===== config.mk =====
export PLATFORM = sky130hd
export DESIGN_NAME = servo_status_packet_parser
export DESIGN_NICKNAME = d
export VERILOG_FILES = /design/src/rtl/ssp_pkg.sv /design/src/rtl/servo_status_packet_parser.sv
export SDC_FILE = /design/constraint.sdc
export NUM_CORES = 1
export LEC_CHECK = 0
export BUFFER_PORTS_ARGS = -buffer_cell sky130_fd_sc_hd__buf_4
export CAP_MARGIN = 20
export CORE_UTILIZATION = 57
export DETAILED_ROUTE_END_ITERATION = 8
export HOLD_SLACK_MARGIN = 0.06
export PLACE_DENSITY = 0.76
export SKIP_CTS_REPAIR_TIMING = 1
export SLEW_MARGIN = 15
export SYNTH_ARGS = -nofsm -noshare
export SYNTH_HDL_FRONTEND = slang
export SYNTH_SLANG_ARGS = --single-unit

===== constraint.sdc =====
create_clock -name clk -period 3.79 [get_ports clk]
set_clock_uncertainty 0.2 [all_clocks]
set_input_delay 0.1895 -clock clk [delete_from_list [all_inputs] [get_ports clk]]
set_output_delay 0.1895 -clock clk [all_outputs]
set_load 0.02 [all_outputs]

===== src/rtl/ssp_pkg.sv =====
// ----------------------------------------------------------------------------
// ssp_pkg
// Shared types and constants of the servo status packet parser.
// ----------------------------------------------------------------------------
package ssp_pkg;

  localparam int WAIT_W = 7;

  localparam logic [7:0]        HEADER_BYTE  = 8'hFF;
  localparam logic [7:0]        ALL_CALL_ID  = 8'hFE;
  localparam logic [WAIT_W-1:0] MIN_WAIT     = 7'd6;
  localparam logic [7:0]        FRAME_EXTRA  = 8'd4;
  localparam logic [7:0]        MIN_LEN      = 8'd2;
  localparam logic [7:0]        MAX_PARAMS   = 8'd58;

  localparam logic [1:0] CMD_ARM     = 2'd0;
  localparam logic [1:0] CMD_BYTE    = 2'd1;
  localparam logic [1:0] CMD_TIMEOUT = 2'd2;

  localparam logic [1:0] STAT_SUCCESS   = 2'd0;
  localparam logic [1:0] STAT_CORRUPT   = 2'd1;
  localparam logic [1:0] STAT_TIMEOUT   = 2'd2;
  localparam logic [1:0] STAT_NOT_ARMED = 2'd3;

  typedef enum logic [8:0] {
    S_IDLE   = 9'b000000001,
    S_LOOP   = 9'b000000010,
    S_SCAN   = 9'b000000100,
    S_ID     = 9'b000001000,
    S_LEN    = 9'b000010000,
    S_SUM    = 9'b000100000,
    S_CHK    = 9'b001000000,
    S_EMIT   = 9'b010000000,
    S_SINGLE = 9'b100000000
  } ssp_state_t;

endpackage


===== src/rtl/servo_status_packet_parser.sv =====
// ----------------------------------------------------------------------------
// servo_status_packet_parser
// Collects status packet bytes in a circular buffer, finds the header, checks id,
// length and checksum; streams one result per parameter byte, or a single one.
// ----------------------------------------------------------------------------
// An arm that waits for a reply, or an ignored item, is taken and the parser
// stays idle; a timeout, or an arm that is answered at once, gives a single
// result as soon as the output side is free. A received byte that does not
// complete the wait length is stored while there is room. Once the wait length
// is held, a small sequencer walks the buffer through its single read port:
// header scan over up to the held bytes, id and length reads, then the checksum
// run over length+1 bytes and the checksum byte itself. A good packet then
// streams one result per parameter byte (a single result if it has none) while
// the output side takes them. No input item is taken while the sequencer runs;
// the next input item is taken once the last result is in the output register.
// ----------------------------------------------------------------------------
module servo_status_packet_parser #(
  parameter int BUFFER_BYTES = 64
) (
  input  logic       clk,
  input  logic       rst_n,
  input  logic       cfg_wr_en,
  input  logic [7:0] cfg_wr_data,   // expected_id
  input  logic       in_tvalid,
  output logic       in_tready,
  input  logic [7:0] in_tdata,      // rx_byte
  input  logic [1:0] in_tuser,      // cmd
  output logic       out_tvalid,
  input  logic       out_tready,
  output logic [31:0] out_tdata,    // status, error_bits, param_count, param_index,
                                    // param_byte, zero pad
  output logic       out_tlast
);
  import ssp_pkg::*;

  localparam int AW   = $clog2(BUFFER_BYTES);
  localparam int CW   = $clog2(BUFFER_BYTES + 1);
  localparam int SW   = CW + 1;
  localparam int CMPW = (CW > WAIT_W) ? CW : WAIT_W;

  function automatic logic [AW-1:0] wrap_add(input logic [AW-1:0] a,
                                             input logic [CW-1:0] b);
    logic [SW-1:0] s;
    s = SW'(a) + SW'(b);
    if (s >= SW'(BUFFER_BYTES)) begin
      s = s - SW'(BUFFER_BYTES);
    end
    return s[AW-1:0];
  endfunction

  logic [7:0] mem [BUFFER_BYTES];
  logic [7:0] rdata_r;

  ssp_state_t        state_r, state_nxt;
  logic              armed_r, armed_nxt;
  logic [CW-1:0]     fill_r, fill_nxt;
  logic [WAIT_W-1:0] wait_r, wait_nxt;
  logic [AW-1:0]     head_r, head_nxt;
  logic [CW-1:0]     off_r, off_nxt;
  logic              dv_r, dv_nxt;
  logic              prev_ff_r, prev_ff_nxt;
  logic [7:0]        sum_r, sum_nxt;
  logic [7:0]        err_r, err_nxt;
  logic [5:0]        pidx_r, pidx_nxt;
  logic [1:0]        stat_r, stat_nxt;
  logic [7:0]        exp_id_r;

  logic       out_valid_r, out_valid_nxt;
  logic [1:0] out_status_r, out_status_nxt;
  logic [7:0] out_err_r, out_err_nxt;
  logic [5:0] out_cnt_r, out_cnt_nxt;
  logic [5:0] out_idx_r, out_idx_nxt;
  logic [7:0] out_byte_r, out_byte_nxt;
  logic       out_last_r, out_last_nxt;

  logic          in_acc;
  logic          out_free;
  logic          mem_we;
  logic [AW-1:0] wr_addr;
  logic [AW-1:0] rd_addr;
  logic          drop_en;
  logic [CW-1:0] drop_n;
  logic [7:0]    len;
  logic          len_bad;
  logic [WAIT_W-1:0] total;
  logic [5:0]    par_cnt;

  assign in_tready = (state_r == S_IDLE);
  assign in_acc    = in_tvalid && in_tready;
  assign out_free  = !out_valid_r || out_tready;

  assign wr_addr = wrap_add(head_r, fill_r);
  assign rd_addr = wrap_add(head_r, off_r);
  assign mem_we  = in_acc && (in_tuser == CMD_BYTE) && armed_r &&
                   (fill_r < CW'(BUFFER_BYTES));

  assign len     = rdata_r;
  assign len_bad = (len < MIN_LEN) ||
                   ((9'(len) + 9'(FRAME_EXTRA)) > 9'(BUFFER_BYTES)) ||
                   ((len - MIN_LEN) > MAX_PARAMS);
  assign total   = WAIT_W'(len + FRAME_EXTRA);
  assign par_cnt = 6'(wait_r - MIN_WAIT);

  always_ff @(posedge clk) begin
    if (mem_we) begin
      mem[wr_addr] <= in_tdata;
    end
    rdata_r <= mem[rd_addr];
  end

  always_comb begin
    state_nxt      = state_r;
    armed_nxt      = armed_r;
    fill_nxt       = fill_r;
    wait_nxt       = wait_r;
    head_nxt       = head_r;
    off_nxt        = off_r;
    dv_nxt         = dv_r;
    prev_ff_nxt    = prev_ff_r;
    sum_nxt        = sum_r;
    err_nxt        = err_r;
    pidx_nxt       = pidx_r;
    stat_nxt       = stat_r;
    out_valid_nxt  = out_valid_r && !out_tready;
    out_status_nxt = out_status_r;
    out_err_nxt    = out_err_r;
    out_cnt_nxt    = out_cnt_r;
    out_idx_nxt    = out_idx_r;
    out_byte_nxt   = out_byte_r;
    out_last_nxt   = out_last_r;
    drop_en        = 1'b0;
    drop_n         = '0;

    unique case (state_r)
      S_IDLE: begin
        if (in_acc) begin
          unique case (in_tuser)
            CMD_ARM: begin
              fill_nxt = '0;
              head_nxt = '0;
              wait_nxt = MIN_WAIT;
              if (exp_id_r == ALL_CALL_ID) begin
                armed_nxt = 1'b0;
                stat_nxt  = STAT_SUCCESS;
                err_nxt   = '0;
                state_nxt = S_SINGLE;
              end else begin
                armed_nxt = 1'b1;
              end
            end
            CMD_BYTE: begin
              if (armed_r) begin
                if (fill_r < CW'(BUFFER_BYTES)) begin
                  fill_nxt = fill_r + CW'(1);
                end
                state_nxt = S_LOOP;
              end
            end
            CMD_TIMEOUT: begin
              if (!armed_r) begin
                stat_nxt = STAT_NOT_ARMED;
              end else if (fill_r == '0) begin
                stat_nxt = STAT_TIMEOUT;
              end else begin
                stat_nxt = STAT_CORRUPT;
              end
              armed_nxt = 1'b0;
              err_nxt   = '0;
              state_nxt = S_SINGLE;
            end
            default: begin
            end
          endcase
        end
      end

      S_LOOP: begin
        if (CMPW'(fill_r) >= CMPW'(wait_r)) begin
          off_nxt     = '0;
          prev_ff_nxt = 1'b0;
          dv_nxt      = 1'b0;
          state_nxt   = S_SCAN;
        end else begin
          state_nxt = S_IDLE;
        end
      end

      S_SCAN: begin
        dv_nxt = !dv_r;
        if (dv_r) begin
          if (prev_ff_r && (rdata_r == HEADER_BYTE)) begin
            if (off_r == CW'(1)) begin
              off_nxt   = CW'(2);
              state_nxt = S_ID;
            end else begin
              drop_en   = 1'b1;
              drop_n    = off_r - CW'(1);
              state_nxt = S_LOOP;
            end
          end else if ((off_r + CW'(1)) == fill_r) begin
            drop_en   = 1'b1;
            drop_n    = off_r;
            state_nxt = S_LOOP;
          end else begin
            prev_ff_nxt = (rdata_r == HEADER_BYTE);
            off_nxt     = off_r + CW'(1);
          end
        end
      end

      S_ID: begin
        dv_nxt = !dv_r;
        if (dv_r) begin
          if (rdata_r != exp_id_r) begin
            drop_en   = 1'b1;
            drop_n    = CW'(1);
            state_nxt = S_LOOP;
          end else begin
            off_nxt   = CW'(3);
            state_nxt = S_LEN;
          end
        end
      end

      S_LEN: begin
        dv_nxt = !dv_r;
        if (dv_r) begin
          if (len_bad) begin
            armed_nxt = 1'b0;
            stat_nxt  = STAT_CORRUPT;
            err_nxt   = '0;
            state_nxt = S_SINGLE;
          end else begin
            wait_nxt = total;
            if (CMPW'(fill_r) < CMPW'(total)) begin
              state_nxt = S_IDLE;
            end else begin
              sum_nxt   = '0;
              off_nxt   = CW'(2);
              state_nxt = S_SUM;
            end
          end
        end
      end

      S_SUM: begin
        dv_nxt = !dv_r;
        if (dv_r) begin
          sum_nxt = sum_r + rdata_r;
          if (off_r == CW'(4)) begin
            err_nxt = rdata_r;
          end
          if (off_r == CW'(wait_r - WAIT_W'(2))) begin
            off_nxt   = CW'(wait_r - WAIT_W'(1));
            state_nxt = S_CHK;
          end else begin
            off_nxt = off_r + CW'(1);
          end
        end
      end

      S_CHK: begin
        dv_nxt = !dv_r;
        if (dv_r) begin
          armed_nxt = 1'b0;
          if (rdata_r != ~sum_r) begin
            stat_nxt  = STAT_CORRUPT;
            err_nxt   = '0;
            state_nxt = S_SINGLE;
          end else if (par_cnt == '0) begin
            stat_nxt  = STAT_SUCCESS;
            state_nxt = S_SINGLE;
          end else begin
            off_nxt   = CW'(5);
            pidx_nxt  = '0;
            state_nxt = S_EMIT;
          end
        end
      end

      S_EMIT: begin
        if (!dv_r) begin
          dv_nxt = 1'b1;
        end else if (out_free) begin
          out_valid_nxt  = 1'b1;
          out_status_nxt = STAT_SUCCESS;
          out_err_nxt    = err_r;
          out_cnt_nxt    = par_cnt;
          out_idx_nxt    = pidx_r;
          out_byte_nxt   = rdata_r;
          out_last_nxt   = ((pidx_r + 6'd1) == par_cnt);
          dv_nxt         = 1'b0;
          if ((pidx_r + 6'd1) == par_cnt) begin
            state_nxt = S_IDLE;
          end else begin
            pidx_nxt = pidx_r + 6'd1;
            off_nxt  = off_r + CW'(1);
          end
        end
      end

      S_SINGLE: begin
        if (out_free) begin
          out_valid_nxt  = 1'b1;
          out_status_nxt = stat_r;
          out_err_nxt    = err_r;
          out_cnt_nxt    = '0;
          out_idx_nxt    = '0;
          out_byte_nxt   = '0;
          out_last_nxt   = 1'b1;
          state_nxt      = S_IDLE;
        end
      end

      default: begin
        state_nxt = S_IDLE;
      end
    endcase

    if (drop_en) begin
      head_nxt = wrap_add(head_r, drop_n);
      fill_nxt = fill_r - drop_n;
    end
  end

  always_ff @(posedge clk) begin
    if (!rst_n) begin
      state_r     <= S_IDLE;
      armed_r     <= 1'b0;
      fill_r      <= '0;
      wait_r      <= MIN_WAIT;
      head_r      <= '0;
      dv_r        <= 1'b0;
      out_valid_r <= 1'b0;
      exp_id_r    <= '0;
    end else begin
      state_r     <= state_nxt;
      armed_r     <= armed_nxt;
      fill_r      <= fill_nxt;
      wait_r      <= wait_nxt;
      head_r      <= head_nxt;
      dv_r        <= dv_nxt;
      out_valid_r <= out_valid_nxt;
      if (cfg_wr_en) begin
        exp_id_r <= cfg_wr_data;
      end
    end
  end

  always_ff @(posedge clk) begin
    off_r        <= off_nxt;
    prev_ff_r    <= prev_ff_nxt;
    sum_r        <= sum_nxt;
    err_r        <= err_nxt;
    pidx_r       <= pidx_nxt;
    stat_r       <= stat_nxt;
    out_status_r <= out_status_nxt;
    out_err_r    <= out_err_nxt;
    out_cnt_r    <= out_cnt_nxt;
    out_idx_r    <= out_idx_nxt;
    out_byte_r   <= out_byte_nxt;
    out_last_r   <= out_last_nxt;
  end

  assign out_tvalid = out_valid_r;
  assign out_tdata  = {2'b00, out_byte_r, out_idx_r, out_cnt_r, out_err_r, out_status_r};
  assign out_tlast  = out_last_r;

endmodule

-- Yosys cells after proc, flatten, opt, wreduce, memory -nomap -nowiden
Memory sizes are Yosys's and may differ from the RTL's. A register that Yosys moved wholly into a read port is not among the register bits.
Index checks and enable logic that the tools add are counted.
W data, S select, Z words.
- bits in registers: 103
- RAM bits: 512
- ROM bits: 0
- bits in latches: 0
- output and inout port bits: 35
- input port bits: 23
- memories: 1
- logic and storage cells: 296
- multiply operators: 0
- div/mod/pow operators: 0
- equality and inequality tests: 54
- muxes and demuxes: 150
- reduce and logical (&&, ||, !) cells: 43
- magnitude comparators: 9
- shift operators: 0
- $add $sub $neg: 18
- bitwise logic cells: 1
- memory list (memory ; depth ; bits a word ; read ports ; clocked after Yosys merged registers in ; wr ports ; line ; text):
    mem ; 64 ; 8 ; 1 ; 1 ; 1 ; servo_status_packet_parser.sv:51 ; logic [7:0] mem [BUFFER_BYTES];
- operators by type and width (operator ; number):
    $mux W7 ; 31
    $mux W9 ; 18
    $mux W8 ; 17
    $mux W6 ; 19
    $pmux W9 S9 ; 1
    $pmux W8 S2 ; 4
    $pmux W7 S7 ; 1
    $ne A2 B2 Y1 const B ; 22
    $pmux W7 S2 ; 3
    $pmux W6 S2 ; 3
    $pmux W8 S4 ; 1
    $pmux W9 S3 ; 1
    $mux W1 ; 26
    $add A6 B7 Y8 ; 3
    $ge A8 B7 Y1 const B ; 3
    $mux W2 ; 12
    $ne A3 B3 Y1 const B ; 7
    $reduce_and A5 Y1 ; 4
    $sub A6 B1 Y6 const B ; 3
    $reduce_and A17 Y1 ; 1
    $eq A8 B8 Y1 const B ; 2
    $ne A8 B8 Y1 ; 2
    $reduce_bool A2 Y1 ; 8
    $reduce_and A15 Y1 ; 1
    60 further kinds ; 82

-- Longest topological paths before layout
Gate-level depths: netlist (run 1).
- depth in word-level cells: 10
- gate-level depth with buffers: 20
- depth with buffers taken out: 19

-- Worst setup path after synthesis (run 1)
No wires, ideal clock.
- path type: reg2reg
- from: reg off_r[1]
- to: reg fill_r[6]
- setup time: 127 ps
- arrival: 3781 ps
- buffers on the path: 1
- cell stages (with the launch flop): 19
- required time: 3463 ps
- slack: -318 ps
- period minus slack after synthesis: 4108 ps
- cells stage by stage: edfxtp_1 ha_1 and3_1 buf_2 xnor2_1 a2111oi_4 nor4b_4 and3_1 o21ai_0 inv_1 fa_1 nor2b_1 o21a_1 nor2_1 o21bai_1 a21oi_1 xor2_1 and4b_1 or3_1
- cells in the longest elaborated chain, start to end: 8
- elaborated cells between the ends (all ways): 22
- those cells by class: add/sub (3); eq/ne (4); mux (11); reduce/logical (4)
- ends and longest elaborated chain (what ; line ; text):
    start, declared ; servo_status_packet_parser.sv:59 ; logic [CW-1:0] off_r, off_nxt;
    start signal, assigned ; servo_status_packet_parser.sv:351 ; off_r <= off_nxt;
    $add A7 B1 Y7 ; servo_status_packet_parser.sv:200 ; end else if ((off_r + CW'(1)) == fill_r) begin
    $eq A7 B7 Y1 ; servo_status_packet_parser.sv:200 ;
    $mux W7 / $mux W1 (equally long branches) ; servo_status_packet_parser.sv:200 ;
    $mux W7 / $mux W1 (equally long branches) ; servo_status_packet_parser.sv:191 ; if (prev_ff_r && (rdata_r == HEADER_BYTE)) begin
    $mux W7 / $mux W1 (equally long branches) ; servo_status_packet_parser.sv:190 ; if (dv_r) begin
    $pmux W7 S2 / $pmux W1 S2 (equally long branches) ; servo_status_packet_parser.sv:134 ; unique case (state_r)
    $sub A7 B7 Y7 (tied with other cells) ; servo_status_packet_parser.sv:322 ; fill_nxt = fill_r - drop_n;
    $mux W7 / $reduce_and A5 Y1 (equally long branches) ; n/a ;
    end signal, assigned ; servo_status_packet_parser.sv:339 ; fill_r <= fill_nxt;
    end, declared ; servo_status_packet_parser.sv:56 ; logic [CW-1:0] fill_r, fill_nxt;
Several ways; a longest one is shown, not always the timed one.
A chain may end at the register's enable or synchronous reset.

-- Worst setup path in the final report (run 1)
- from: reg off_r[0]
- to: reg fill_r[6]
Same word-level chain as after synthesis.

==> results.cfg, run 1 <==
[run_status]
status = finished with violations
violations = setup timing

[logic_synthesis]
ys_top_cells_by_area = edfxtp_1 (63%), mux4_2 (13%), dfxtp_1 (3.5%)
yosysTopAreaCellShare_pct = 63.0
synth_edf_count = 575
synth_xor_area_share_pct = 2.67
synth_fa_ha_area_share_pct = 3.10
syn_inst = 1642
synth_simple_gate_area_share_pct = 7.72
synth_top_area_cell = edfxtp_1
synth_top_family_by_area = multiplexers
synth_cell_types = 82
synth-seq-cells = 623
syn_area_sq_mm = 0.0274
synth-async-reset-ratio_pct = 0
syn_avg_cell_area_sq_um = 16.7
synth_ff_type = edfxtp_1
muxShareOfSynthArea_pct = 14.0
synth_most_common_cell = edfxtp_1
seq_area_frac_synth_pct = 66.5
ys_warn_count = 0
synthTopCellsByCount = edfxtp_1 (575), mux4_2 (160), nor2_1 (142)
synth_compound_area_share_pct = 4.23

[setup_path]
worstPathCellList = ha_1, or4b_4, nor3_4, or4b_2, nor3b_2, o21ai_2, ha_1, nor2b_2, o21a_1, nor2_2, o21bai_1, a21oi_1, xor2_1, and4b_1, or3_1
cpPeakStageDelay_ps = 670
worst-path-buf-inv = 0
cp_max_fo = 8
slowest_stage = or4b_2
cp_top_family = simple AND/OR/NAND/NOR gates
crit_arrival_ps = 4340
crit_type = reg2reg
cp.required_ps = 4070
cp_common_cell = ha_1
critPathLaunchType = register
end_kind = register

[layout]
nFillCells = 3000
finalNonFillerCells = 2596
fin_nets = 2021
post-route-util_pct = 69.0
n_antenna_cell = 0
area_delta_synth_final_pct = 19.7
design_area_sq_mm = 0.0328
layout-drive-gt1-share_pct = 29.4

[power]
total_power_w = 0.0145
p_per_area_mw_per_mm2 = 440
leakagePower_nw = 11.3
ir_drop_uv = 583

[timing]
setup_viol = 11
tightest_slew_ps = 943
relSlewSlack_pct = 36.8
fin_ws_ps = -269
setup_tns_ps = -1480
fin_crit_sh_pct = 107
drv_slew = 0
period_minus_slack_ps = 4060
rsz0062_at_grt = true
clock.fmax_mhz = 246
finalHoldViolations = 0

[cts]
cts_sinks = 623
insertion_delay_ps = 620
h-tree-depth = 3
cts_made_buffers = 66
clockRootBuffer = clkbuf_16
cts_tree = yes
clk_path_buf_depth = 3
clk_pin_slew_ps = 60

[worst_hold_path]
hold_path_class = reg2reg

[drt]
routed_wl_microns = 66900
ant_nets = 0
drt_iter0_drc = 1760
num_vias = 16132
drc_errors = 0
routed_via_density = 6.21
wl_per_cell_microns = 25.8
dr.pass1.iters = 6

[place]
place_inst = 2417
dpl-instance-area_sq_mm = 0.0299
place_congestion = 0.878
numPortBuffers = 55
dp_hpwl_microns = 40900

[die]
fp.dieH_microns = 221
die_w_microns = 221
die_area_sq_mm = 0.0490
initial_core_util_pct = 57.7
ioPinCount = 58
rows = 80
coreArea_sq_mm = 0.0475

[grt]
grt.met2_usage_pct = 44.2
grt_use_met3_pct = 4.55
top_usage_layer = met2
grt_first_pass_wirelength_microns = 96900
grt_overflow = 0
use_met1_pct = 35.6
grt_pass1_vias = 15970
grt.total_usage_pct = 26.7
antenna_found_initial = 0
grt_max_degree = 65

[run]
cap_violations = 0
-- state kept, by name, indices dropped and copies added (netlist names), 8 cells and up --
name / cells
sum_r: 8
err_r: 8
out_byte_r: 8
len: 8
mem: 512
state_r: 9
out_err_r: 8
exp_id_r: 8
-- layout by cell type (no fill, tap or decap), types with 23 or more instances in the layout --
cell type	synthesis	final
nand2_1	66	66
nand3_1	29	29
xor2_1	27	27
buf_4	5	238
mux4_2	160	160
xnor2_1	54	51
dfxtp_1	48	48
nor2b_1	31	30
nor2_1	142	140
ha_1	60	56
and2_1	24	23
a21oi_1	47	41
dlygate4sd3_1	0	38
inv_1	37	34
edfxtp_1	575	575
clkbuf_16	0	73
-- layer usage --
metal  up-vias  share of wire [%]
li1       7011                  -
met1      8152                 39
met2       807                 51
met3       162                7.3
met4         0                3.2
met5         -                  0
-- cells by family (layout without fill, tap and decap cells) --
kind of cell | after synthesis | after routing
flops | 623 | 623
other cells | 1 | 2
fa+ha+maj | 65 | 65
xor+xnor | 82 | 82
compound gates | 169 | 169
mux | 184 | 184
simple gates | 404 | 404
buf+inv | 114 | 452
-- stage by stage --
step                hold slack, ps  worst slack (ps)
CTS                           -375              -386
detailed placement             210              -337
finish                         225              -269
global route                   232              -407
global placement               205              -190
floorplan                     88.4              -143
-- worst register-to-register path, delay by kind of cell, from the launching register on --
| kind | cells | cell delay [ps] |
|---|---|---|
| AO/OA/AOI/OAI | 4 | 500 |
| XOR/XNOR | 1 | 100 |
| adder cells (fa/ha/maj) | 2 | 570 |
| flip-flops | 1 | 540 |
| AND/OR/NAND/NOR | 8 | 2020 |
-- power by group --
part           total, W  switching [W]  internal, W
Clock           0.00635        0.00272      0.00364
Sequential      0.00757      0.0000206      0.00755
Combinational  0.000527       0.000334     0.000193
Total            0.0145        0.00307       0.0114
-- cell type report --
class / instances / area, sq um / area share, %
Timing Repair Buffer: 298 / 2630 / 8.01
Multi-Input combinational cell: 906 / 8910 / 27.2
Inverter: 38 / 145 / 0.442
Clock inverter: 36 / 408 / 1.24
Clock buffer: 80 / 1730 / 5.26
Tap cell: 615 / 769 / 2.34
Sequential cell: 623 / 18200 / 55.5
-- final timing paths --
path / startpoint / end / slack [ps] / cells past startpoint
hold reg to reg: err_r[4] / out_err_r[4] / 230 / 0
setup / recovery: off_r[0] / fill_r[6] / -270 / 15
hold / removal: err_r[4] / out_err_r[4] / 230 / 0
setup reg to reg: off_r[0] / fill_r[6] / -270 / 15
(Power assumes the default switching activity.)
==> run 2, diff against run 1 <==
Settings changed: CORE_MARGIN set to 2, PLACE_DENSITY 0.76 to unset, PLACE_DENSITY_LB_ADDON set to 0.05.
==> run 2 against run 1 <==
Against the previous run: the run still ends with setup timing left; register-to-register slack better by 70 ps; clock-buffer cell count down 17; clock power down 7.6%; cell area up 0.29%; critical path depth down 3; core utilization up 0.052 points; highest routed layer unchanged; combinational power up 3%; wire length down 2.0%; fmax up 1.7%; power down 3.2%; first-iteration DRC count down 22%; final cell count up 0.46%.
==> results.cfg, run 2 (synthesized netlist as in run 1, its figures left out) <==
[timing]
period_minus_slack_ps = 3990
clock.fmax_mhz = 251
fin_ws_ps = -200
setup_viol = 10
drv_slew = 0
fin_crit_sh_pct = 105
relSlewSlack_pct = 19.5
tightest_slew_ps = 1200
finalHoldViolations = 0
rsz0062_at_grt = true

[grt]
grt_overflow = 0
grt.total_usage_pct = 26.3
grt_max_degree = 65
grt_first_pass_wirelength_microns = 96400
antenna_found_initial = 1
grt_pass1_vias = 15747

[run_status]
violations = setup timing
status = finished with violations

[drt]
drt_iter0_drc = 1367
drc_errors = 0
dr.pass1.iters = 5
num_vias = 15746
wl_per_cell_microns = 25.2
routed_via_density = 6.04
routed_wl_microns = 65600
ant_nets = 0

[die]
rows = 80
coreArea_sq_mm = 0.0476
ioPinCount = 58
die_area_sq_mm = 0.0499
die_w_microns = 223
fp.dieH_microns = 223
initial_core_util_pct = 57.5

[power]
total_power_w = 0.0140
ir_drop_uv = 464
p_sw_share_pct = 20.8
pwr-share-clk_pct = 42.0
p_switching_w = 0.00291
seq_power_share_pct = 54.1
p_per_area_mw_per_mm2 = 425
p_int_w = 0.0111
leakagePower_nw = 11.4
p_comb_share_pct = 3.9

[cts]
clk_pin_slew_ps = 60
cts_sinks = 623
cts_made_buffers = 59
clk_path_buf_depth = 3
insertion_delay_ps = 620
clockRootBuffer = clkbuf_16
h-tree-depth = 2
cts_tree = yes

[worst_hold_path]
hold_start = err_r[1]
hold_path_class = reg2reg
hold_depth = 0
worstHoldEndpoint = out_err_r[1]

[setup_path]
cp_common_cell = buf_6
worstPathCellList = buf_6, buf_4, buf_6, ha_4, fa_4, buf_6, buf_12, buf_16, mux4_2, mux4_2, mux2i_4, a21oi_2
crit_type = reg2reg
crit_arrival_ps = 4290
r2r-start = off_r[0]
cp.required_ps = 4090
cpPeakStageDelay_ps = 890
end_kind = register
critPathLaunchType = register
regToRegEndpoint = len[5]
slowest_stage = fa_4
cp_max_fo = 8
r2r_slack_ps = -200
worstRegToRegCells = 12

[place]
numPortBuffers = 55
place_inst = 2442
dpl-instance-area_sq_mm = 0.0300
place_congestion = 0.955
pre_cts_ws_ps = -249
dp_hpwl_microns = 43000

[layout]
top_regs = mem (512), state_r (9)
layout-drive-gt1-share_pct = 30.7
fin_nets = 2033
final_cell_mix = edfxtp_1 (575), buf_4 (252), mux4_2 (160), nor2_1 (140), nand2_1 (66)
finalNonFillerCells = 2608
top_register = mem
n_antenna_cell = 0
design_area_sq_mm = 0.0329
area_delta_synth_final_pct = 20.0
largest_register_ffs = 512
final_common_cell = edfxtp_1

[run]
cap_violations = 0
[run 2: changes by cell type in the layout (fill, tap and decap cells not counted), sizes merged]
cell         change
buf             +22
clkbuf          -19
clkinv           +8
bufinv           +2
dlygate4sd3      -1
[run 2: how the worst max path moves through the flow]
stage | start | to | slack [ps] | depth (start not counted)
floorplan | off_r[1] | fill_r[6] | -140 | 18
global placement | off_r[0] | len[5] | -240 | 9
detailed placement | off_r[0] | fill_r[6] | -250 | 16
CTS | off_r[0] | fill_r[6] | -270 | 16
global route | off_r[0] | fill_r[6] | -340 | 18
finish | off_r[0] | len[5] | -200 | 12
[run 2: final cells by class]
class                      count  area [sq um]
fill                        3156         14700
inverter                      38           145
timing repair buffer         317          2750
multi-input combinational    906          9090
clock buffer                  63          1490
clock inverter                46           440
sequential                   623         18200
tap                          615           769
[run 2: metrics by stage]
stage               hold WS [ps]  TNS, ps  util (%)
global route                 227    -2420      69.1
floorplan                   88.4     -143         -
CTS                         -396    -1540      67.0
finish                       218    -1420      69.1
global placement             204    -1180      63.0
detailed placement           205    -1380      63.0
[run 2: metal layers]
| layer | share of wire, % | global-route usage [%] | up-vias |
|---|---|---|---|
| met1 | 40 | 34.0 | 8032 |
| met2 | 51 | 45.5 | 529 |
| met3 | 5.3 | 3.86 | 135 |
| met4 | 3.6 | 10.2 | 0 |
| met5 | 0 | 0 | - |
| li1 | - | - | 7050 |
[run 2: power by group through the flow]
stage          Clock [W]  Sequential [W]  Combinational [W]
2_1_floorplan          0         0.00774           0.000228
3_3_place_gp           0         0.00772           0.000490
3_5_place_dp           0         0.00772           0.000502
4_1_cts          0.00597         0.00757           0.000503
5_1_grt          0.00621         0.00757           0.000586
6_report         0.00587         0.00757           0.000543
[run 2: worst max-delay path: cells and delay by family (launching register included)]
kind	cells	cell delay, ps
DFF	1	460
buffers and inverters	6	910
muxes	3	1160
adders and majority gates	2	1050
AOI/OAI and AO/OA	1	80
